===== config.mk =====
export PLATFORM = sky130hd
export DESIGN_NAME = http_request_head_parser_core
export DESIGN_NICKNAME = d
export VERILOG_FILES = /design/src/sv/hrhp_pkg.sv /design/src/sv/http_request_head_parser_core.sv /design/src/sv/hrhp_apb_regs.sv /design/src/sv/hrhp_parse.sv
export SDC_FILE = /design/constraint.sdc
export NUM_CORES = 1
export LEC_CHECK = 0
export BUFFER_PORTS_ARGS = -buffer_cell sky130_fd_sc_hd__buf_2
export CAP_MARGIN = 5
export CORE_MARGIN = 5
export CORE_UTILIZATION = 53
export DETAILED_ROUTE_END_ITERATION = 10
export PLACE_DENSITY = 0.77
export SLEW_MARGIN = 20
export SYNTH_ARGS = -nofsm -noshare
export SYNTH_HDL_FRONTEND = slang
export SYNTH_SLANG_ARGS = --single-unit

===== constraint.sdc =====
create_clock -name i_clk -period 4.7 [get_ports i_clk]
set_input_delay 0.235 -clock i_clk [delete_from_list [all_inputs] [get_ports i_clk]]
set_output_delay 0.235 -clock i_clk [all_outputs]
set_load 0.05 [all_outputs]

===== src/sv/hrhp_pkg.sv =====
package hrhp_pkg;

    localparam int NAME_COUNT   = 6;
    localparam int MAX_NAME_LEN = 16;
    localparam int NAME_POS_W   = $clog2(MAX_NAME_LEN);

    localparam logic [15:0] MAX_LEN_RESET = 16'd8192;

    // result kinds
    localparam logic [1:0] KIND_TARGET    = 2'd0;
    localparam logic [1:0] KIND_VALUE     = 2'd1;
    localparam logic [1:0] KIND_VALUE_END = 2'd2;
    localparam logic [1:0] KIND_DONE      = 2'd3;

    // status codes
    localparam logic [2:0] ST_OK          = 3'd0;
    localparam logic [2:0] ST_BAD_REQUEST = 3'd1;
    localparam logic [2:0] ST_NOT_IMPL    = 3'd2;
    localparam logic [2:0] ST_URI_LONG    = 3'd3;
    localparam logic [2:0] ST_BAD_VERSION = 3'd4;

    localparam logic [2:0] NO_HEADER = 3'd7;

    // configuration register indexes
    localparam logic REG_MAX_LEN = 1'b0;

    typedef struct packed {
        logic [7:0] data_byte;
        logic       last_byte;
    } t_in_item;

    typedef struct packed {
        logic [1:0]  kind;
        logic [7:0]  out_byte;
        logic [2:0]  header_index;
        logic [15:0] value_length;
        logic [2:0]  status;
        logic        method;
    } t_out_item;

    typedef struct packed {
        logic      valid;
        t_out_item item;
    } t_result;

    localparam logic [7:0] GET_TAB [3] = '{"G", "E", "T"};
    localparam logic [7:0] HEAD_TAB [4] = '{"H", "E", "A", "D"};
    localparam logic [7:0] V10_TAB [8] = '{"H", "T", "T", "P", "/", "1", ".", "0"};
    localparam logic [7:0] V11_TAB [8] = '{"H", "T", "T", "P", "/", "1", ".", "1"};

    // known header names, lower case, zero padded
    localparam logic [7:0] NAME_TAB [NAME_COUNT][MAX_NAME_LEN] = '{
        '{"a", "c", "c", "e", "p", "t", 8'h00, 8'h00,
          8'h00, 8'h00, 8'h00, 8'h00, 8'h00, 8'h00, 8'h00, 8'h00},
        '{"c", "a", "c", "h", "e", "-", "c", "o",
          "n", "t", "r", "o", "l", 8'h00, 8'h00, 8'h00},
        '{"c", "o", "n", "t", "e", "n", "t", "-",
          "t", "y", "p", "e", 8'h00, 8'h00, 8'h00, 8'h00},
        '{"c", "o", "n", "t", "e", "n", "t", "-",
          "l", "e", "n", "g", "t", "h", 8'h00, 8'h00},
        '{"h", "o", "s", "t", 8'h00, 8'h00, 8'h00, 8'h00,
          8'h00, 8'h00, 8'h00, 8'h00, 8'h00, 8'h00, 8'h00, 8'h00},
        '{"u", "s", "e", "r", "-", "a", "g", "e",
          "n", "t", 8'h00, 8'h00, 8'h00, 8'h00, 8'h00, 8'h00}
    };

    localparam logic [7:0] NAME_CHARS [NAME_COUNT] = '{
        8'd6, 8'd13, 8'd12, 8'd14, 8'd4, 8'd10
    };

    function automatic logic [7:0] to_lower(input logic [7:0] c);
        logic [7:0] r;
        r = c;
        if (c >= "A" && c <= "Z") begin
            r = c + 8'd32;
        end
        return r;
    endfunction

    function automatic logic is_ws(input logic [7:0] c);
        return (c == " ") || (c == 8'h09);
    endfunction

endpackage


===== src/sv/http_request_head_parser_core.sv =====
// HTTP request head parser core.
// Input channel: one byte of the request head per transfer (i_in_valid,
// o_in_stall, i_in_data); last_byte marks the end of the received buffer.
// Output channel: zero or one result per input byte (o_out_valid,
// i_out_stall, o_out_data): target bytes, known header value bytes, a value
// end with the trimmed length, and a done result carrying the status.
// Configuration: APB register 0 (byte address 0) holds max_request_len.
// Path: a taken byte waits in the input register until the output register
// is free or being emptied; the parse logic then puts its result into the
// output register. Throughput: one byte per cycle while the receiver does
// not stall, as the parse logic updates its state for each parsed byte.
// Reset: synchronous, active low; the parser returns to expecting a method,
// both registers empty, max_request_len back to 8192.
// When the receiver stalls, the result is held; the next byte still moves
// into the input register, and only then is o_in_stall raised.
module http_request_head_parser_core (
    input  logic                i_clk,
    input  logic                i_rst_n,
    input  logic                i_in_valid,
    output logic                o_in_stall,
    input  hrhp_pkg::t_in_item  i_in_data,
    output logic                o_out_valid,
    input  logic                i_out_stall,
    output hrhp_pkg::t_out_item o_out_data,
    input  logic                psel,
    input  logic                penable,
    input  logic                pwrite,
    input  logic [2:0]          paddr,
    input  logic [31:0]         pwdata,
    output logic [31:0]         prdata,
    output logic                pready
);

    logic                r_in_valid;
    hrhp_pkg::t_in_item  r_in_item;
    logic                r_out_valid;
    hrhp_pkg::t_out_item r_out_item;
    logic                fire;
    logic                in_take;
    logic [15:0]         max_len;
    hrhp_pkg::t_result   result;

    hrhp_apb_regs u_regs (
        .i_clk     (i_clk),
        .i_rst_n   (i_rst_n),
        .psel      (psel),
        .penable   (penable),
        .pwrite    (pwrite),
        .paddr     (paddr),
        .pwdata    (pwdata),
        .prdata    (prdata),
        .pready    (pready),
        .o_max_len (max_len)
    );

    hrhp_parse u_parse (
        .i_clk     (i_clk),
        .i_rst_n   (i_rst_n),
        .i_fire    (fire),
        .i_item    (r_in_item),
        .i_max_len (max_len),
        .o_result  (result)
    );

    // parse a byte only when the output register is free or being emptied
    assign fire       = r_in_valid && (!r_out_valid || !i_out_stall);
    assign o_in_stall = r_in_valid && !fire;
    assign in_take    = i_in_valid && !o_in_stall;

    always_ff @(posedge i_clk) begin
        if (!i_rst_n) begin
            r_in_valid <= 1'b0;
        end else if (in_take) begin
            r_in_valid <= 1'b1;
        end else if (fire) begin
            r_in_valid <= 1'b0;
        end
    end

    always_ff @(posedge i_clk) begin
        if (in_take) begin
            r_in_item <= i_in_data;
        end
    end

    always_ff @(posedge i_clk) begin
        if (!i_rst_n) begin
            r_out_valid <= 1'b0;
        end else if (fire) begin
            r_out_valid <= result.valid;
        end else if (!i_out_stall) begin
            r_out_valid <= 1'b0;
        end
    end

    always_ff @(posedge i_clk) begin
        if (fire && result.valid) begin
            r_out_item <= result.item;
        end
    end

    assign o_out_valid = r_out_valid;
    assign o_out_data  = r_out_item;

    a_no_overwrite: assert property (@(posedge i_clk) disable iff (!i_rst_n)
        (r_out_valid && i_out_stall) |-> !fire)
        else $error("held result overwritten");

    a_stall_keeps_byte: assert property (@(posedge i_clk) disable iff (!i_rst_n)
        o_in_stall |=> r_in_valid && $stable(r_in_item))
        else $error("pending byte lost under stall");

    a_stall_needs_byte: assert property (@(posedge i_clk) disable iff (!i_rst_n)
        o_in_stall |-> (r_in_valid && r_out_valid && i_out_stall))
        else $error("stall raised without a blocked byte");

endmodule


===== src/sv/hrhp_apb_regs.sv =====
module hrhp_apb_regs (
    input  logic        i_clk,
    input  logic        i_rst_n,
    input  logic        psel,
    input  logic        penable,
    input  logic        pwrite,
    input  logic [2:0]  paddr,
    input  logic [31:0] pwdata,
    output logic [31:0] prdata,
    output logic        pready,
    output logic [15:0] o_max_len
);

    logic [15:0] r_max_len;
    logic [15:0] n_max_len;

    always_comb begin
        n_max_len = r_max_len;
        if (psel && penable && pwrite && pready && paddr[2] == hrhp_pkg::REG_MAX_LEN) begin
            n_max_len = pwdata[15:0];
        end
    end

    always_ff @(posedge i_clk) begin
        if (!i_rst_n) begin
            r_max_len <= hrhp_pkg::MAX_LEN_RESET;
        end else begin
            r_max_len <= n_max_len;
        end
    end

    assign pready    = 1'b1;
    assign prdata    = (paddr[2] == hrhp_pkg::REG_MAX_LEN) ? {16'd0, r_max_len} : 32'd0;
    assign o_max_len = r_max_len;

endmodule


===== src/sv/hrhp_parse.sv =====
module hrhp_parse (
    input  logic                i_clk,
    input  logic                i_rst_n,
    input  logic                i_fire,
    input  hrhp_pkg::t_in_item  i_item,
    input  logic [15:0]         i_max_len,
    output hrhp_pkg::t_result   o_result
);

    localparam logic [3:0] PH_METHOD  = 4'd0;
    localparam logic [3:0] PH_TARGET  = 4'd1;
    localparam logic [3:0] PH_VERSION = 4'd2;
    localparam logic [3:0] PH_VER_CR  = 4'd3;
    localparam logic [3:0] PH_VER_LF  = 4'd4;
    localparam logic [3:0] PH_LINE    = 4'd5;
    localparam logic [3:0] PH_NAME    = 4'd6;
    localparam logic [3:0] PH_LEAD    = 4'd7;
    localparam logic [3:0] PH_VALUE   = 4'd8;
    localparam logic [3:0] PH_VAL_LF  = 4'd9;
    localparam logic [3:0] PH_END_LF  = 4'd10;
    localparam logic [3:0] PH_DRAIN   = 4'd11;

    localparam logic [hrhp_pkg::NAME_COUNT-1:0] ALL_NAMES = '1;
    localparam int NAME_POS_W_L = hrhp_pkg::NAME_POS_W;

    logic [3:0]                    r_phase, n_phase;
    logic [15:0]                   r_byte_count, n_byte_count;
    logic [7:0]                    r_token_pos, n_token_pos;
    logic [1:0]                    r_method_match, n_method_match;
    logic [hrhp_pkg::NAME_COUNT-1:0] r_name_match, n_name_match;
    logic [1:0]                    r_version_match, n_version_match;
    logic [2:0]                    r_current_header, n_current_header;
    logic [15:0]                   r_value_count, n_value_count;
    logic [15:0]                   r_trimmed_count, n_trimmed_count;

    logic [7:0]  b;
    logic [7:0]  lb;
    logic        last;
    logic        do_finish;
    logic        do_start;
    logic [2:0]  fin_status;
    logic        err_valid;
    logic [2:0]  err_code;
    logic [7:0]  name_pos;
    logic [NAME_POS_W_L-1:0] name_idx;
    hrhp_pkg::t_result res;

    function automatic logic [2:0] phase_error(input logic [3:0] ph);
        logic [2:0] r;
        case (ph)
            PH_TARGET, PH_VER_CR, PH_VER_LF: r = hrhp_pkg::ST_URI_LONG;
            PH_VERSION:                      r = hrhp_pkg::ST_BAD_VERSION;
            default:                         r = hrhp_pkg::ST_BAD_REQUEST;
        endcase
        return r;
    endfunction

    assign b    = i_item.data_byte;
    assign lb   = hrhp_pkg::to_lower(i_item.data_byte);
    assign last = i_item.last_byte;

    always_comb begin
        n_phase          = r_phase;
        n_byte_count     = r_byte_count;
        n_token_pos      = r_token_pos;
        n_method_match   = r_method_match;
        n_name_match     = r_name_match;
        n_version_match  = r_version_match;
        n_current_header = r_current_header;
        n_value_count    = r_value_count;
        n_trimmed_count  = r_trimmed_count;
        res              = '0;
        do_finish        = 1'b0;
        do_start         = 1'b0;
        fin_status       = hrhp_pkg::ST_OK;
        err_valid        = 1'b0;
        err_code         = hrhp_pkg::ST_OK;
        name_pos         = r_token_pos;
        name_idx         = '0;

        if (r_phase >= PH_DRAIN) begin
            do_start = last;
        end else if (r_byte_count >= i_max_len) begin
            do_finish  = 1'b1;
            fin_status = phase_error(r_phase);
        end else begin
            n_byte_count = r_byte_count + 16'd1;
            case (r_phase)
                PH_METHOD: begin
                    if (b == " ") begin
                        if (r_token_pos == 8'd3 && r_method_match[0]) begin
                            n_method_match = 2'd1;
                        end else if (r_token_pos == 8'd4 && r_method_match[1]) begin
                            n_method_match = 2'd2;
                        end else begin
                            err_valid = 1'b1;
                            err_code  = hrhp_pkg::ST_NOT_IMPL;
                        end
                        if (!err_valid) begin
                            n_phase     = PH_TARGET;
                            n_token_pos = 8'd0;
                        end
                    end else begin
                        if (r_token_pos >= 8'd3 || b != hrhp_pkg::GET_TAB[r_token_pos[1:0]]) begin
                            n_method_match[0] = 1'b0;
                        end
                        if (r_token_pos >= 8'd4 || b != hrhp_pkg::HEAD_TAB[r_token_pos[1:0]]) begin
                            n_method_match[1] = 1'b0;
                        end
                        if (r_token_pos != 8'hFF) begin
                            n_token_pos = r_token_pos + 8'd1;
                        end
                    end
                end
                PH_TARGET: begin
                    if (b == " ") begin
                        n_phase         = PH_VERSION;
                        n_token_pos     = 8'd0;
                        n_version_match = 2'b11;
                    end else begin
                        res.valid         = 1'b1;
                        res.item.kind     = hrhp_pkg::KIND_TARGET;
                        res.item.out_byte = b;
                    end
                end
                PH_VERSION: begin
                    if (r_token_pos >= 8'd8 || b != hrhp_pkg::V10_TAB[r_token_pos[2:0]]) begin
                        n_version_match[0] = 1'b0;
                    end
                    if (r_token_pos >= 8'd8 || b != hrhp_pkg::V11_TAB[r_token_pos[2:0]]) begin
                        n_version_match[1] = 1'b0;
                    end
                    if (n_version_match == 2'b00) begin
                        err_valid = 1'b1;
                        err_code  = hrhp_pkg::ST_BAD_VERSION;
                    end else begin
                        n_token_pos = r_token_pos + 8'd1;
                        if (n_token_pos >= 8'd8) begin
                            n_phase = PH_VER_CR;
                        end
                    end
                end
                PH_VER_CR: begin
                    if (b == 8'h0D) begin
                        n_phase = PH_VER_LF;
                    end else begin
                        err_valid = 1'b1;
                        err_code  = hrhp_pkg::ST_BAD_REQUEST;
                    end
                end
                PH_VER_LF, PH_VAL_LF: begin
                    if (b == 8'h0A) begin
                        n_phase = PH_LINE;
                    end else begin
                        err_valid = 1'b1;
                        err_code  = hrhp_pkg::ST_BAD_REQUEST;
                    end
                end
                PH_LINE, PH_NAME: begin
                    if (r_phase == PH_LINE && b == 8'h0D) begin
                        n_phase = PH_END_LF;
                    end else begin
                        // a fresh line restarts the name compare
                        if (r_phase == PH_LINE) begin
                            n_name_match = ALL_NAMES;
                            name_pos     = 8'd0;
                        end
                        name_idx = name_pos[NAME_POS_W_L-1:0];
                        if (b == ":") begin
                            n_current_header = hrhp_pkg::NO_HEADER;
                            for (int i = hrhp_pkg::NAME_COUNT - 1; i >= 0; i--) begin
                                if (n_name_match[i] && name_pos == hrhp_pkg::NAME_CHARS[i]) begin
                                    n_current_header = 3'(i);
                                end
                            end
                            n_token_pos     = name_pos;
                            n_value_count   = 16'd0;
                            n_trimmed_count = 16'd0;
                            n_phase         = PH_LEAD;
                        end else begin
                            for (int i = 0; i < hrhp_pkg::NAME_COUNT; i++) begin
                                if (name_pos >= hrhp_pkg::NAME_CHARS[i] ||
                                    name_pos >= 8'(hrhp_pkg::MAX_NAME_LEN) ||
                                    lb != hrhp_pkg::NAME_TAB[i][name_idx]) begin
                                    n_name_match[i] = 1'b0;
                                end
                            end
                            n_token_pos = (name_pos != 8'hFF) ? name_pos + 8'd1 : name_pos;
                            n_phase     = PH_NAME;
                        end
                    end
                end
                PH_LEAD, PH_VALUE: begin
                    if (b == 8'h0D) begin
                        n_phase = PH_VAL_LF;
                        if (r_current_header < 3'(hrhp_pkg::NAME_COUNT)) begin
                            res.valid             = 1'b1;
                            res.item.kind         = hrhp_pkg::KIND_VALUE_END;
                            res.item.header_index = r_current_header;
                            res.item.value_length = r_trimmed_count;
                        end
                    end else if (r_phase == PH_VALUE || !hrhp_pkg::is_ws(b)) begin
                        if (r_value_count != 16'hFFFF) begin
                            n_value_count = r_value_count + 16'd1;
                        end
                        if (!hrhp_pkg::is_ws(b)) begin
                            n_trimmed_count = n_value_count;
                        end
                        n_phase = PH_VALUE;
                        if (r_current_header < 3'(hrhp_pkg::NAME_COUNT)) begin
                            res.valid             = 1'b1;
                            res.item.kind         = hrhp_pkg::KIND_VALUE;
                            res.item.out_byte     = b;
                            res.item.header_index = r_current_header;
                        end
                    end
                end
                default: begin
                    // final LF of the blank line
                    err_valid = 1'b1;
                    err_code  = (b == 8'h0A) ? hrhp_pkg::ST_OK : hrhp_pkg::ST_BAD_REQUEST;
                end
            endcase

            if (err_valid) begin
                do_finish  = 1'b1;
                fin_status = err_code;
            end else if (last) begin
                do_finish  = 1'b1;
                fin_status = phase_error(n_phase);
            end
        end

        if (do_finish) begin
            res                   = '0;
            res.valid             = 1'b1;
            res.item.kind         = hrhp_pkg::KIND_DONE;
            res.item.status       = fin_status;
            res.item.method       = (fin_status == hrhp_pkg::ST_OK) && (n_method_match == 2'd2);
            if (last) begin
                do_start = 1'b1;
            end else begin
                n_phase = PH_DRAIN;
            end
        end

        if (do_start) begin
            n_phase          = PH_METHOD;
            n_byte_count     = 16'd0;
            n_token_pos      = 8'd0;
            n_method_match   = 2'b11;
            n_name_match     = ALL_NAMES;
            n_version_match  = 2'b11;
            n_current_header = hrhp_pkg::NO_HEADER;
            n_value_count    = 16'd0;
            n_trimmed_count  = 16'd0;
        end
    end

    always_ff @(posedge i_clk) begin
        if (!i_rst_n) begin
            r_phase          <= PH_METHOD;
            r_byte_count     <= 16'd0;
            r_token_pos      <= 8'd0;
            r_method_match   <= 2'b11;
            r_name_match     <= ALL_NAMES;
            r_version_match  <= 2'b11;
            r_current_header <= hrhp_pkg::NO_HEADER;
            r_value_count    <= 16'd0;
            r_trimmed_count  <= 16'd0;
        end else if (i_fire) begin
            r_phase          <= n_phase;
            r_byte_count     <= n_byte_count;
            r_token_pos      <= n_token_pos;
            r_method_match   <= n_method_match;
            r_name_match     <= n_name_match;
            r_version_match  <= n_version_match;
            r_current_header <= n_current_header;
            r_value_count    <= n_value_count;
            r_trimmed_count  <= n_trimmed_count;
        end
    end

    assign o_result = res;

    // the drain phase never emits anything
    a_drain_quiet: assert property (@(posedge i_clk) disable iff (!i_rst_n)
        (i_fire && r_phase == PH_DRAIN) |-> !res.valid)
        else $error("result produced while draining");

endmodule

* Word-level counts from Yosys, hierarchy flattened
Memories as Yosys holds them, arrays and structs flattened.
Index checks and enable logic that the tools add are counted.
** Cells by class
- $add $sub $neg :: 5
- Order comparisons :: 19
- Equality and inequality tests :: 53
- Muxes and demuxes :: 181
- Bitwise operators :: 7
- Reduce and logical (&&, ||, !) cells :: 67
** Operators by type and width (count)
- two-way mux 16 bit :: 19
- two-way mux 8 bit :: 38
- inequality test 8 bit :: 10
- two-way mux 4 bit :: 17
- two-way mux 6 bit :: 11
- one-hot mux 16 bit (2 select lines) :: 2
- two-way mux 3 bit :: 20
- two-way mux 30 bit :: 2
- equality test 8 x 4 -> 1 bit, second input constant :: 7
- >= comparator 8 x 4 -> 1 bit, second input constant :: 6
- two-way mux 1 bit :: 42
- two-way mux 19 bit :: 2
- two-way mux 34 bit :: 1
- adder 16 x 1 -> 16 bit, second input constant :: 2
- binary-select mux 8 bit (select 2 bit) :: 2
- one-hot mux 8 bit (4 select lines) :: 1
- two-way mux 14 bit :: 2
- two-way mux 2 bit :: 14
- one-hot mux 4 bit (7 select lines) :: 1
- equality test 8 x 3 -> 1 bit, second input constant :: 3
- >= comparator 8 x 3 -> 1 bit, second input constant :: 3
- one-hot mux 11 bit (2 select lines) :: 1
- equality test 4 x 3 -> 1 bit, second input constant :: 5
- logical OR 1 bit :: 19
- 51 further kinds :: 102
** Word-level totals
- Register bits :: 133
- ROM bits :: 896
- Input port bits :: 51
- Output and inout port bits :: 68
- Logic and storage cells :: 360
- Memories kept :: 8
** Memories
- (no name shown) :: words 16, bits a word 8, rd ports 1, clocked after memory_dff 0, wr ports 0, line hrhp_parse.sv:184 : lb != hrhp_pkg::NAME_TAB[i][name_idx]) begin
- (no name shown) :: words 16, bits a word 8, rd ports 1, clocked after memory_dff 0, wr ports 0, line hrhp_parse.sv:184
- (no name shown) :: words 16, bits a word 8, rd ports 1, clocked after memory_dff 0, wr ports 0, line hrhp_parse.sv:184
- (no name shown) :: words 16, bits a word 8, rd ports 1, clocked after memory_dff 0, wr ports 0, line hrhp_parse.sv:184
- (no name shown) :: words 16, bits a word 8, rd ports 1, clocked after memory_dff 0, wr ports 0, line hrhp_parse.sv:184
- (no name shown) :: words 16, bits a word 8, rd ports 1, clocked after memory_dff 0, wr ports 0, line hrhp_parse.sv:184
- 2 more memories

* Depth between registers and ports, before layout
Gate-level depths: netlist of the first run.
- Depth in word-level cells :: 26
- Mapped depth :: 14
- Mapped depth without buffers :: 12

* Modules after synthesis
From an unflattened synthesis of the first run, not the netlist that was laid out.
** Second synthesis, totals
- Cells, all modules :: 1159
- Area total of the unflattened synthesis :: 9481.6 um^2
** Modules (own cells, without submodules)
- hrhp_parse :: instances 1, cells an instance 1001, area each 7216.9 um^2
- http_request_head_parser_core :: instances 1, cells an instance 52, area each 1352.5 um^2
- hrhp_apb_regs :: instances 1, cells an instance 106, area each 912.1 um^2

* Worst setup path after synthesis of the first run
OpenSTA, ideal clock, no wires.
- Path type :: register to register
- Start :: register u_parse.r_token_pos[1]
- End :: register r_out_item (netlist bit o_out_data[0]) (enable)
- Data arrival time :: 4.045 ns
- Data required time :: 4.255 ns
- Path slack :: 0.210 ns
- Stages on the path, launching flop included :: 12
- Period minus slack after synthesis :: 4.490 ns
- Cells stage by stage :: dfxtp_1 > clkbuf_1 > inv_1 > ha_1 > clkbuf_1 > xor2_1 > o2bb2ai_1 > o221ai_1 > a21oi_1 > o21ai_2 > nor3_4 > a31oi_1
** On the way
- Cells in the longest elaborated chain, start to end :: 20
- Elaborated cells on any way between the ends :: 41
- Classes of those cells :: order compare: 1; eq/ne: 4; mux: 27; bitwise: 1; reduce/logical: 6; memory: 2
** Ends and longest elaborated chain
- start, declared :: line hrhp_parse.sv:28 : logic [7:0] r_token_pos, n_token_pos;
- start signal, assigned :: line hrhp_parse.sv:274 : r_token_pos <= n_token_pos;
- inverter 3 -> 4 bit (implied by the code) :: line hrhp_parse.sv:127, hrhp_parse.sv:130
- memory (8 x 8 bit) (on tied branches)
- two-way mux 8 bit (on tied branches) (2 in a row) :: line hrhp_parse.sv:127, hrhp_parse.sv:130
- inequality test 8 bit (on tied branches) :: line hrhp_parse.sv:127, hrhp_parse.sv:130
- logical OR 1 bit (on tied branches) :: line hrhp_parse.sv:127, hrhp_parse.sv:130
- two-way mux 1 bit (on tied branches) :: line hrhp_parse.sv:127, hrhp_parse.sv:130
- two-way mux 1 bit :: line hrhp_parse.sv:88 : case (r_phase)
- two-way mux 1 bit :: line hrhp_parse.sv:83 : end else if (r_byte_count >= i_max_len) begin
- [3 not listed]
- one-hot mux 1 bit (5 select lines) (*) :: line hrhp_parse.sv:88
- two-way mux 1 bit (*) :: line hrhp_parse.sv:83
- two-way mux 1 bit (*) :: line hrhp_parse.sv:81 : if (r_phase >= PH_DRAIN) begin
- two-way mux 1 bit (*) :: line hrhp_parse.sv:225 : if (err_valid) begin
- two-way mux 1 bit (*) :: line hrhp_parse.sv:83
- two-way mux 1 bit (*) :: line hrhp_parse.sv:81
- two-way mux 34 bit (*) :: line hrhp_parse.sv:234 : if (do_finish) begin
- logical AND 1 bit (*) :: line http_request_head_parser_core.sv:97 : if (fire && result.valid) begin
- end signal, assigned :: line http_request_head_parser_core.sv:98 : r_out_item <= result.item;
- end, declared :: line http_request_head_parser_core.sv:37 : hrhp_pkg::t_out_item r_out_item;
Every way passes the cells marked *; elsewhere a longest branch is shown, timed or not. The select of a mux whose other input is x is not followed.
A chain may end at the register's enable or synchronous reset.

* Final worst setup path of the first run
- Start :: register u_parse.r_token_pos[0]
- End :: register r_out_item (netlist bit o_out_data[8]) (enable)
The elaborated chain is that of the path after synthesis.

==> results, run 1 <==
- The flow ran to the end, and the final reports show no timing, DRC or antenna violations.
- The cell at the root of the clock tree is sky130_fd_sc_hd__clkbuf_16.
- The portion of the post-synthesis area used by sequential elements is 0.3358.
- The count of TritonRoute iterations in the first routing pass is 6.
- Summed over all failing endpoints, the final setup total negative slack is 0 ps.
- Dividing the detail-routed via count by the number of cells gives approximately 6.
- The largest net degree at the start of global routing is 68.
- STA classifies the critical path startpoint as a flip-flop.
- The pre-CTS setup slack is approximately 1200 ps.
- In this run the post-CTS setup repair buffer count came out at 0.
- The tool flagged a number of max-cap violations equal to 0.
- The number of hold violations in the final report is 0.
- The critical path is of the flip-flop to flip-flop type.
- The synthesized netlist occupies a cell area of between 0.009 and 0.01 mm².
- For this run, the number of Yosys warnings is 0.
- Once placement finished, the instance area stood at between 0.009 and 0.01 mm².
- The first global-routing pass estimated slightly above 40000 µm of wire.
- CTS saw about 130 sinks.
- The peak clock frequency supported by timing is between 200 and 300 MHz.
- In this run the count of I/O pins placed on the die edge is approximately 120.
- The area added between synthesis and finish is 13.68%.
- The floorplan has 48 rows.
- The synthesized-area fraction occupied by xor and xnor cells is 0.05247.
- The path type of the worst min-delay path is input pin to flip-flop.
- The total number of H-tree levels is 4.
- The floorplan step set the die height to around 140 µm.
- The detailed router placed 8696 vias in this run.
- The HPWL after detailed placement is approximately 18000 µm.
- The count of cells resized by post-cts repair is 0.
- The number of distinct library cells after synthesis is 92.
- The proportion of register bits with asynchronous set or reset after synthesis is 0.
- The data arrival time of the critical path is between 3000 and 4000 ps.
- The number of nets still failing antenna checks after routing is 0.
- The worst-margin pin slew is slightly below 1000 ps.
- Of the cells placed in the final design, the portion with a size suffix greater than 1 is 0.1467.
- Leaving out filler cells and counting taps, the final layout contains 1418.
- Routability-driven placement finished with a final weighted congestion of 0.9673.
- The flip-flop and latch area is 0.003083 mm².
- The via count of the first global-routing pass is 7828.
- The count of filler cells inserted in the layout is roughly 1500.
- Along the worst path, the maximum fanout reaches 29.
- The compound-gate portion of the synthesized area is 0.2063.
- The number of setup violations in the final report is 0.
- For this run, design rule violations remaining after detail routing come to 0.
- The number of buffers inserted during clock tree synthesis is 17.
- The worst clock skew is ~10 ps.
- The relative slew slack is 0.3512.
- At the end of the flow, the number of nets in the layout was between 1000 and 1500.
- The die boundary width is approximately 140 µm.
- The initial core utilization is 0.5364.
- The signal on the critical path passes through inv_1 -> ha_1 -> xor2_1 -> nor4_1 -> o32ai_1 -> a21oi_1 -> o21ai_2 -> nor3_4 -> a31oi_4 -> buf_12.
- The overall track demand over capacity in global routing is 0.2494.
- The cell total after placement is around 1400.
- The repair_antennas step left the layout with diodes totalling 0.
- The iteration-0 DRC count of the detailed router is 1154.
- The area of the core is roughly 0.017 mm².
- Summed over all layers, the global routing overflow is 0.
- The count of state elements after synthesis is between 100 and 150.
- The peak per-stage delay on the critical path is ~540 ps.
- The total detailed-routing wirelength is approximately 25000 µm.
- The TritonCTS clock tree is yes.
- The required time of the critical path is a little under 5000 ps.
- The number of antenna violations at the first check in global routing was 0.
- In the final layout, the multi-input gates occupy about 0.0056 mm².
- The power per standard cell area is 289.2 mW/mm².
- Of the total synthesized cell area, the portion taken by full adders, half adders and majority gates is 0.04197.
- Setup repair after global routing left no endpoint under its margin.
- After routing the design area is 0.01044 mm².
- The clock latency reported for the late side of the worst-skew pair is 430 ps.
- In the post-route analysis, the smallest setup slack over all paths is around 1100 ps.
- The longest clock path from root to sink contains 2 buffers.
- The family with the most delay on the worst path is compound AO/OA/AOI/OAI gates.
- The simple-gate area share of the yosys netlist is 0.2713.
- Port buffering added just over 80 buffers.
- The buffering stage count on the worst path with inverters included is 2.
- The die area is between 0.02 and 0.025 mm².
- Dividing the final minimum period by the clock period gives 0.7756.
- Synthesis produced ~1100 cells.
- After synthesis, the share of cell area in mux cells is 0.02739.
- The number of enable flip-flop cells after synthesis is 42.
- The average wire per cell in the routed design is roughly 18 µm.
- The slowest stage of the critical path belongs to the cell sky130_fd_sc_hd__dfxtp_1.
- The main combinational cell family by area after synthesis is simple AND/OR/NAND/NOR gates.
- Subtracting the final worst setup slack from the clock period gives roughly 3600 ps.
- The utilization after layout is 0.6098.
- The leakage component of the power is 3.963 nW.
- The most used flip-flop cell after synthesis is sky130_fd_sc_hd__dfxtp_1.
- The clock input transition at the sequential cells of the worst setup and hold paths is ~70 ps.
- The mean instance size in the synthesized netlist is slightly above 8 µm².
- The peak supply drop is roughly 310 µV.
- The endpoint class of the critical path is a flip-flop.
- The number of pins exceeding their max-slew limit in the final report was 0.
worst paths after layout:
path / startpoint / endpoint / slack (ps) / cells past startpoint
worst min register to register: u_regs.o_max_len[8] / u_regs.o_max_len[8] / 460 / 2
worst max-delay path: u_parse.r_token_pos[0] / o_out_data[8] / 1050 / 10
worst max register to register: u_parse.r_token_pos[0] / o_out_data[8] / 1050 / 10
worst min-delay path: pwdata[13] / u_regs.o_max_len[13] / 30 / 3
state kept, by name, indices dropped and copies added (netlist names):
register                  flops
u_parse.r_byte_count         16
u_parse.r_phase               4
r_in_valid                    1
u_parse.r_current_header      3
u_parse.r_trimmed_count      16
u_parse.r_method_match        2
r_in_item                     9
u_parse.r_version_match       2
u_parse.r_token_pos           8
u_parse.r_value_count        16
o_out_valid                   1
o_out_data                   33
u_parse.r_name_match          6
u_regs.o_max_len             16
metal layers:
metal  vias to the layer above  global-route usage  part of all wire
met5                         -                   0                 0
met4                         0             0.08283             0.021
met3                        54             0.05494             0.086
met2                       428              0.3672              0.43
met1                      4051              0.3627              0.46
li1                       4163                   -                 -
synth_stat cells (6+ instances only):
| master | n | share of area |
|---|---|---|
| sky130_fd_sc_hd__nand2_1 | 127 | 0.052 |
| sky130_fd_sc_hd__nor2_1 | 96 | 0.039 |
| sky130_fd_sc_hd__dfxtp_1 | 91 | 0.20 |
| sky130_fd_sc_hd__clkbuf_1 | 53 | 0.022 |
| sky130_fd_sc_hd__a21oi_1 | 52 | 0.028 |
| sky130_fd_sc_hd__edfxtp_1 | 42 | 0.14 |
| sky130_fd_sc_hd__o21ai_0 | 40 | 0.022 |
| sky130_fd_sc_hd__and2_1 | 36 | 0.025 |
| sky130_fd_sc_hd__inv_1 | 33 | 0.013 |
| sky130_fd_sc_hd__xnor2_1 | 33 | 0.031 |
| sky130_fd_sc_hd__nand4_1 | 32 | 0.022 |
| sky130_fd_sc_hd__nor2b_1 | 31 | 0.021 |
| sky130_fd_sc_hd__ha_1 | 30 | 0.041 |
| sky130_fd_sc_hd__nand3_1 | 30 | 0.016 |
| sky130_fd_sc_hd__nor3_1 | 28 | 0.015 |
| sky130_fd_sc_hd__mux2i_1 | 24 | 0.026 |
| sky130_fd_sc_hd__xor2_1 | 22 | 0.021 |
| sky130_fd_sc_hd__buf_4 | 20 | 0.016 |
| sky130_fd_sc_hd__a21boi_0 | 19 | 0.016 |
| sky130_fd_sc_hd__nand2b_1 | 16 | 0.011 |
| sky130_fd_sc_hd__o21ai_1 | 14 | 0.0076 |
| sky130_fd_sc_hd__a211oi_1 | 12 | 0.0098 |
| sky130_fd_sc_hd__a31oi_1 | 12 | 0.0082 |
| sky130_fd_sc_hd__o22ai_1 | 12 | 0.0082 |
| sky130_fd_sc_hd__o211ai_1 | 11 | 0.0090 |
| sky130_fd_sc_hd__nor4_1 | 10 | 0.0068 |
| sky130_fd_sc_hd__and3_1 | 9 | 0.0061 |
| sky130_fd_sc_hd__o21a_1 | 9 | 0.0074 |
| sky130_fd_sc_hd__o32ai_1 | 8 | 0.0076 |
| sky130_fd_sc_hd__buf_1 | 7 | 0.0029 |
| sky130_fd_sc_hd__buf_2 | 7 | 0.0038 |
| sky130_fd_sc_hd__nand3b_1 | 7 | 0.0057 |
| sky130_fd_sc_hd__a2111oi_0 | 6 | 0.0057 |
| sky130_fd_sc_hd__a21o_1 | 6 | 0.0049 |
| sky130_fd_sc_hd__a22o_1 | 6 | 0.0057 |
| sky130_fd_sc_hd__a2bb2oi_1 | 6 | 0.0057 |
| sky130_fd_sc_hd__o31ai_1 | 6 | 0.0049 |
| sky130_fd_sc_hd__or3_1 | 6 | 0.0041 |
worst reg2reg max path, cell delays in order (launching register included):
cell and delay, ps:
sky130_fd_sc_hd__dfxtp_1 540, sky130_fd_sc_hd__inv_1 230, sky130_fd_sc_hd__ha_1 360, sky130_fd_sc_hd__xor2_1 300
sky130_fd_sc_hd__nor4_1 90, sky130_fd_sc_hd__o32ai_1 340, sky130_fd_sc_hd__a21oi_1 260, sky130_fd_sc_hd__o21ai_2 440
sky130_fd_sc_hd__nor3_4 120, sky130_fd_sc_hd__a31oi_4 410, sky130_fd_sc_hd__buf_12 240
kinds of logic (layout without fill, tap and decap cells):
group,count (synthesis),after routing
other cells,2,17
xor+xnor,55,55
mux,25,25
flops,133,133
fa+ha+maj,31,31
compound gates,272,272
buf+inv,126,188
simple gates,472,472
metrics by stage:
stage          total power [W]  hold WS [ps]
5_1_grt               0.003119         41.72
3_5_place_dp          0.001647         413.1
6_report              0.003019         33.24
2_1_floorplan         0.001557         333.9
3_3_place_gp          0.001644         411.6
4_1_cts               0.003021         24.20
repair_timing:
item / 4_1_cts / 5_1_grt
endpoints found under the hold margin: 9 / 0
setup endpoints to repair: 0 / 0
hold buffers: 9 / 0
power breakdown:
part / total [W] / switching [W] / internal (W)
clock network: 0.00138 / 0.000617 / 0.000764
logic: 0.000403 / 0.000277 / 0.000126
registers: 0.00123 / 0.0000261 / 0.00121
area by class of cell:
class                           instances  share of cell area
Clock buffer                           17             0.04076
Inverter                               35             0.01259
Tap cell                              225             0.02697
Sequential cell                       133              0.2954
Timing Repair Buffer                  121             0.07049
Multi-Input combinational cell        872              0.5362
Clock inverter                         15             0.01762
layout by cell type (no fill, tap or decap), types with 16 or more instances in the layout:
cell type and count:
sky130_fd_sc_hd__a21boi_0 19, sky130_fd_sc_hd__a21oi_1 52, sky130_fd_sc_hd__and2_1 36, sky130_fd_sc_hd__buf_2 83, sky130_fd_sc_hd__buf_4 28, sky130_fd_sc_hd__clkbuf_16 17, sky130_fd_sc_hd__conb_1 17, sky130_fd_sc_hd__dfxtp_1 91
sky130_fd_sc_hd__edfxtp_1 42, sky130_fd_sc_hd__ha_1 30, sky130_fd_sc_hd__inv_1 33, sky130_fd_sc_hd__mux2i_1 24, sky130_fd_sc_hd__nand2_1 127, sky130_fd_sc_hd__nand2b_1 16, sky130_fd_sc_hd__nand3_1 30, sky130_fd_sc_hd__nand4_1 32
sky130_fd_sc_hd__nor2_1 96, sky130_fd_sc_hd__nor2b_1 31, sky130_fd_sc_hd__nor3_1 28, sky130_fd_sc_hd__o21ai_0 40, sky130_fd_sc_hd__xnor2_1 33, sky130_fd_sc_hd__xor2_1 22
Note: power is estimated with default switching activity, not from simulation.
==> inputs of run 2 (changes only) <==
--- a/config.mk
+++ b/config.mk
@@ -8,9 +8,9 @@
 export BUFFER_PORTS_ARGS = -buffer_cell sky130_fd_sc_hd__buf_2
 export CAP_MARGIN = 5
 export CORE_MARGIN = 5
-export CORE_UTILIZATION = 53
+export CORE_UTILIZATION = 57
 export DETAILED_ROUTE_END_ITERATION = 10
-export PLACE_DENSITY = 0.77
+export PLACE_DENSITY = 0.79
 export SLEW_MARGIN = 20
 export SYNTH_ARGS = -nofsm -noshare
 export SYNTH_HDL_FRONTEND = slang
==> constraint.sdc (replaced) <==
create_clock -name i_clk -period 3.5 [get_ports i_clk]
set_input_delay 0.175 -clock i_clk [delete_from_list [all_inputs] [get_ports i_clk]]
set_output_delay 0.175 -clock i_clk [all_outputs]
set_load 0.05 [all_outputs]
==> results, run 2 (same netlist as run 1, synthesis figures left out) <==
- The initial core utilization came to 0.5801 (+0.04368).
- The iteration-0 DRC count of the detailed router is 1293 (+12%).
- The total half-perimeter wirelength after legalization and detailed placement was 18130 µm (+2.2%).
- The critical path start-end classification is flip-flop to flip-flop.
- The minimum setup slack in the final design is 199.4 ps (-855.2 ps).
- The net count reported at finish was 1302 (+3.3%).
- The count of cells resized by post-cts repair came to 0 (unchanged).
- The relative slew slack came to 0.4198 (+0.06856).
- The clock sink total came to 133 (unchanged).
- The die boundary width was 136.9 µm (-3.3%).
- Setup repair after global routing left no endpoint under its margin.
- The run finished with clean final reports.
- The peak clock frequency supported by timing is 303.0 MHz (+10%).
- The number of rows in the core area is 46 (-4.2%).
- The reg-to-reg startpoint is r_in_item[7].
- The most common library cell in the layout ignoring fill and taps is sky130_fd_sc_hd__nand2_1.
- The total number of H-tree levels came to 4 (unchanged).
- The number of antenna violations at the first check in global routing came to 0 (unchanged).
- The data arrival time of the critical path is 3600 ps (-180 ps).
- The summed negative setup slack over all endpoints was 0 ps (unchanged).
- The detailed-route vias per instance is 6.136 (about the same).
- The number of buffers inserted during clock tree synthesis is 17 (unchanged).
- The pre-CTS setup slack came to 280.9 ps (-889.4 ps).
- The peak supply drop came to 396.5 µV (+26%).
- The via count of the first global-routing pass is 8046 (+2.8%).
- The startpoint identified for the worst hold timing path is i_out_stall.
- The number of hold violations in the final report was 0 (unchanged).
- The highest net fanout along the worst path was 17 (-41%).
- The count of TritonRoute iterations in the first routing pass was 5 (-1).
- STA classifies the critical path startpoint as a flip-flop.
- The clock period minus worst slack is 3301 ps (-344.8 ps).
- The worst-case clock buffer depth is 2 (unchanged).
- The required time of the critical path is 3800 ps (-1030 ps).
- The flip-flop count of the largest register, all copies and words added was 33 (unchanged).
- The global route total overflow is 0 (unchanged).
- The clock input transition at the sequential cells of the worst setup and hold paths is 60 ps (about the same).
- The buffers inserted during post-CTS setup optimization is 0 (unchanged).
- The total I/O pin count was 119 (unchanged).
- The worst hold path terminates at o_out_valid.
- The die height is 136.9 µm (-3.3%).
- The number of setup violations in the final report is 0 (unchanged).
- The power per standard cell area is 375.2 mW/mm² (+30%).
- The worst hold path belongs to the class input pin to flip-flop.
- STA classifies the critical path endpoint as a flip-flop.
- The library cells used most frequently in the layout, excluding fill and tap cells, are 127 x sky130_fd_sc_hd__nand2_1, 96 x sky130_fd_sc_hd__nor2_1, 91 x sky130_fd_sc_hd__dfxtp_1.
- The worst clock skew is 11.20 ps (+0.8960 ps).
- The area growth from synthesis to layout is 17.28%.
- TritonCTS built the clock tree.
- The setup slack on the worst flop-to-flop path came to 200 ps (-860 ps).
- The ratio of cells with drive above 1 in the final layout came to 0.1613 (+0.01458).
- The cell at the root of the clock tree is sky130_fd_sc_hd__clkbuf_16.
- The critical register-to-register path endpoint is o_out_data[7].
- The number of pins exceeding their max-slew limit in the final report is 0 (unchanged).
- The share of the cycle needed by the critical path after routing is 0.9430 (+0.1674).
- The port buffer count was 83 (unchanged).
- The overall track demand over capacity in global routing was 0.2797 (+0.03026).
- The final estimated routing congestion in global placement is 0.9866 (+2.0%).
- The worst-margin pin slew is 868.5 ps (-94.45 ps).
- The leakage component of the power is 4.145 nW (+4.6%).
- The number of hold buffers added after cts is 26 (+17).
- The first-pass GRT wire length is 41710 µm (+2.3%).
- The count of filler cells inserted in the layout is 1276 (-16%).
- The number of nets still failing antenna checks after routing was 0 (unchanged).
- The total detailed-routing wirelength came to 26000 µm (+2.5%).
- The area of the core was 0.01583 mm² (-7.5%).
- The die area came to 0.01875 mm² (-6.5%).
- The depth of the most critical reg-to-reg path is 8 (-2).
- The utilization after layout was 0.6803 (+0.07052).
- The average wire per cell in the routed design is 17.92 µm (+0.16%).
- The clock latency reported for the late side of the worst-skew pair is 430 ps (about the same).
- The post-detailed-route DRC marker count is 0 (unchanged).
- The largest net degree at the start of global routing came to 62 (-8.8%).
- The hold path depth is 3 (unchanged).
- The number of vias after detailed routing is 8904 (+2.4%).
- The number of max-cap violations is 0 (unchanged).
==> run 2: cell types whose count changed in the layout (fill, tap and decap cells not counted) <==
cell / previous run / this run
sky130_fd_sc_hd__clkinv_8: 3 / 2
sky130_fd_sc_hd__clkinvlp_4: 1 / 2
sky130_fd_sc_hd__dlygate4sd3_1: 9 / 26
sky130_fd_sc_hd__inv_8: 4 / 5
sky130_fd_sc_hd__bufinv_16: 1 / 0
sky130_fd_sc_hd__clkinv_4: 1 / 0
sky130_fd_sc_hd__diode_2: 0 / 1
sky130_fd_sc_hd__clkbuf_16: 17 / 18
sky130_fd_sc_hd__buf_4: 28 / 52
==> run 2: per-layer routing <==
metal | up-vias | wire, µm | track usage | share of wire
met1 | 4146 | 11450 | 0.3888 | 0.44
li1 | 4239 | - | - | -
met4 | 0 | 697 | 0.09756 | 0.027
met5 | - | 0 | 0 | 0
met3 | 71 | 2286 | 0.07206 | 0.088
met2 | 448 | 11570 | 0.4228 | 0.44
==> run 2: worst max-delay path by stage <==
stage | from | endpoint | slack (ps) | cells after the start
4_1_cts | r_in_item[7] | o_out_data[7] | 270 | 8
3_3_place_gp | r_in_item[7] | o_out_data[11] | 350 | 8
5_1_grt | r_in_item[7] | o_out_data[14] | 40 | 8
2_1_floorplan | u_parse.r_token_pos[1] | o_out_data[0] | 130 | 11
6_report | r_in_item[7] | o_out_data[7] | 200 | 8
3_5_place_dp | r_in_item[7] | o_out_data[14] | 280 | 8
==> run 2: worst max-delay path, cell delays in order (launching register included) <==
cell and delay, ps:
sky130_fd_sc_hd__edfxtp_1 590, sky130_fd_sc_hd__nor4_4 460, sky130_fd_sc_hd__nor4b_4 510, sky130_fd_sc_hd__o32ai_1 190, sky130_fd_sc_hd__nor4_2 360, sky130_fd_sc_hd__o21ai_2 170
sky130_fd_sc_hd__nor3_4 340, sky130_fd_sc_hd__and4_4 390, sky130_fd_sc_hd__and2_1 150
==> run 2: cell type report <==
cell class,count,area (µm²),share of cell area
Tap cell,216,270.3,0.02510
Sequential cell,133,3083,0.2863
Timing Repair Buffer,162,1086,0.1009
Clock buffer,18,450.4,0.04183
Antenna cell,1,2.502,0.0002324
Clock inverter,14,147.6,0.01371
Multi-Input combinational cell,872,5597,0.5198
Inverter,35,131.4,0.01220
==> run 2: stage by stage <==
| stage | hold slack, ps | total power [W] | cells | cell area, µm² |
|---|---|---|---|---|
| after global placement | 352.9 | 0.002217 | 1392 | 9907 |
| after floorplan | 273.9 | 0.002092 | 1131 | 9253 |
| after CTS | 80.02 | 0.004057 | 1450 | 10770 |
| after global routing | 118.5 | 0.004193 | 1450 | 10770 |
| after detailed placement | 353.1 | 0.002223 | 1392 | 9907 |
| final | 96.10 | 0.004041 | 1451 | 10770 |
==> run 2: power by group <==
part,switching (W),internal (W)
clock network,0.000817,0.000995
registers,0.0000258,0.00162
logic,0.000387,0.000193
total,0.00123,0.00281
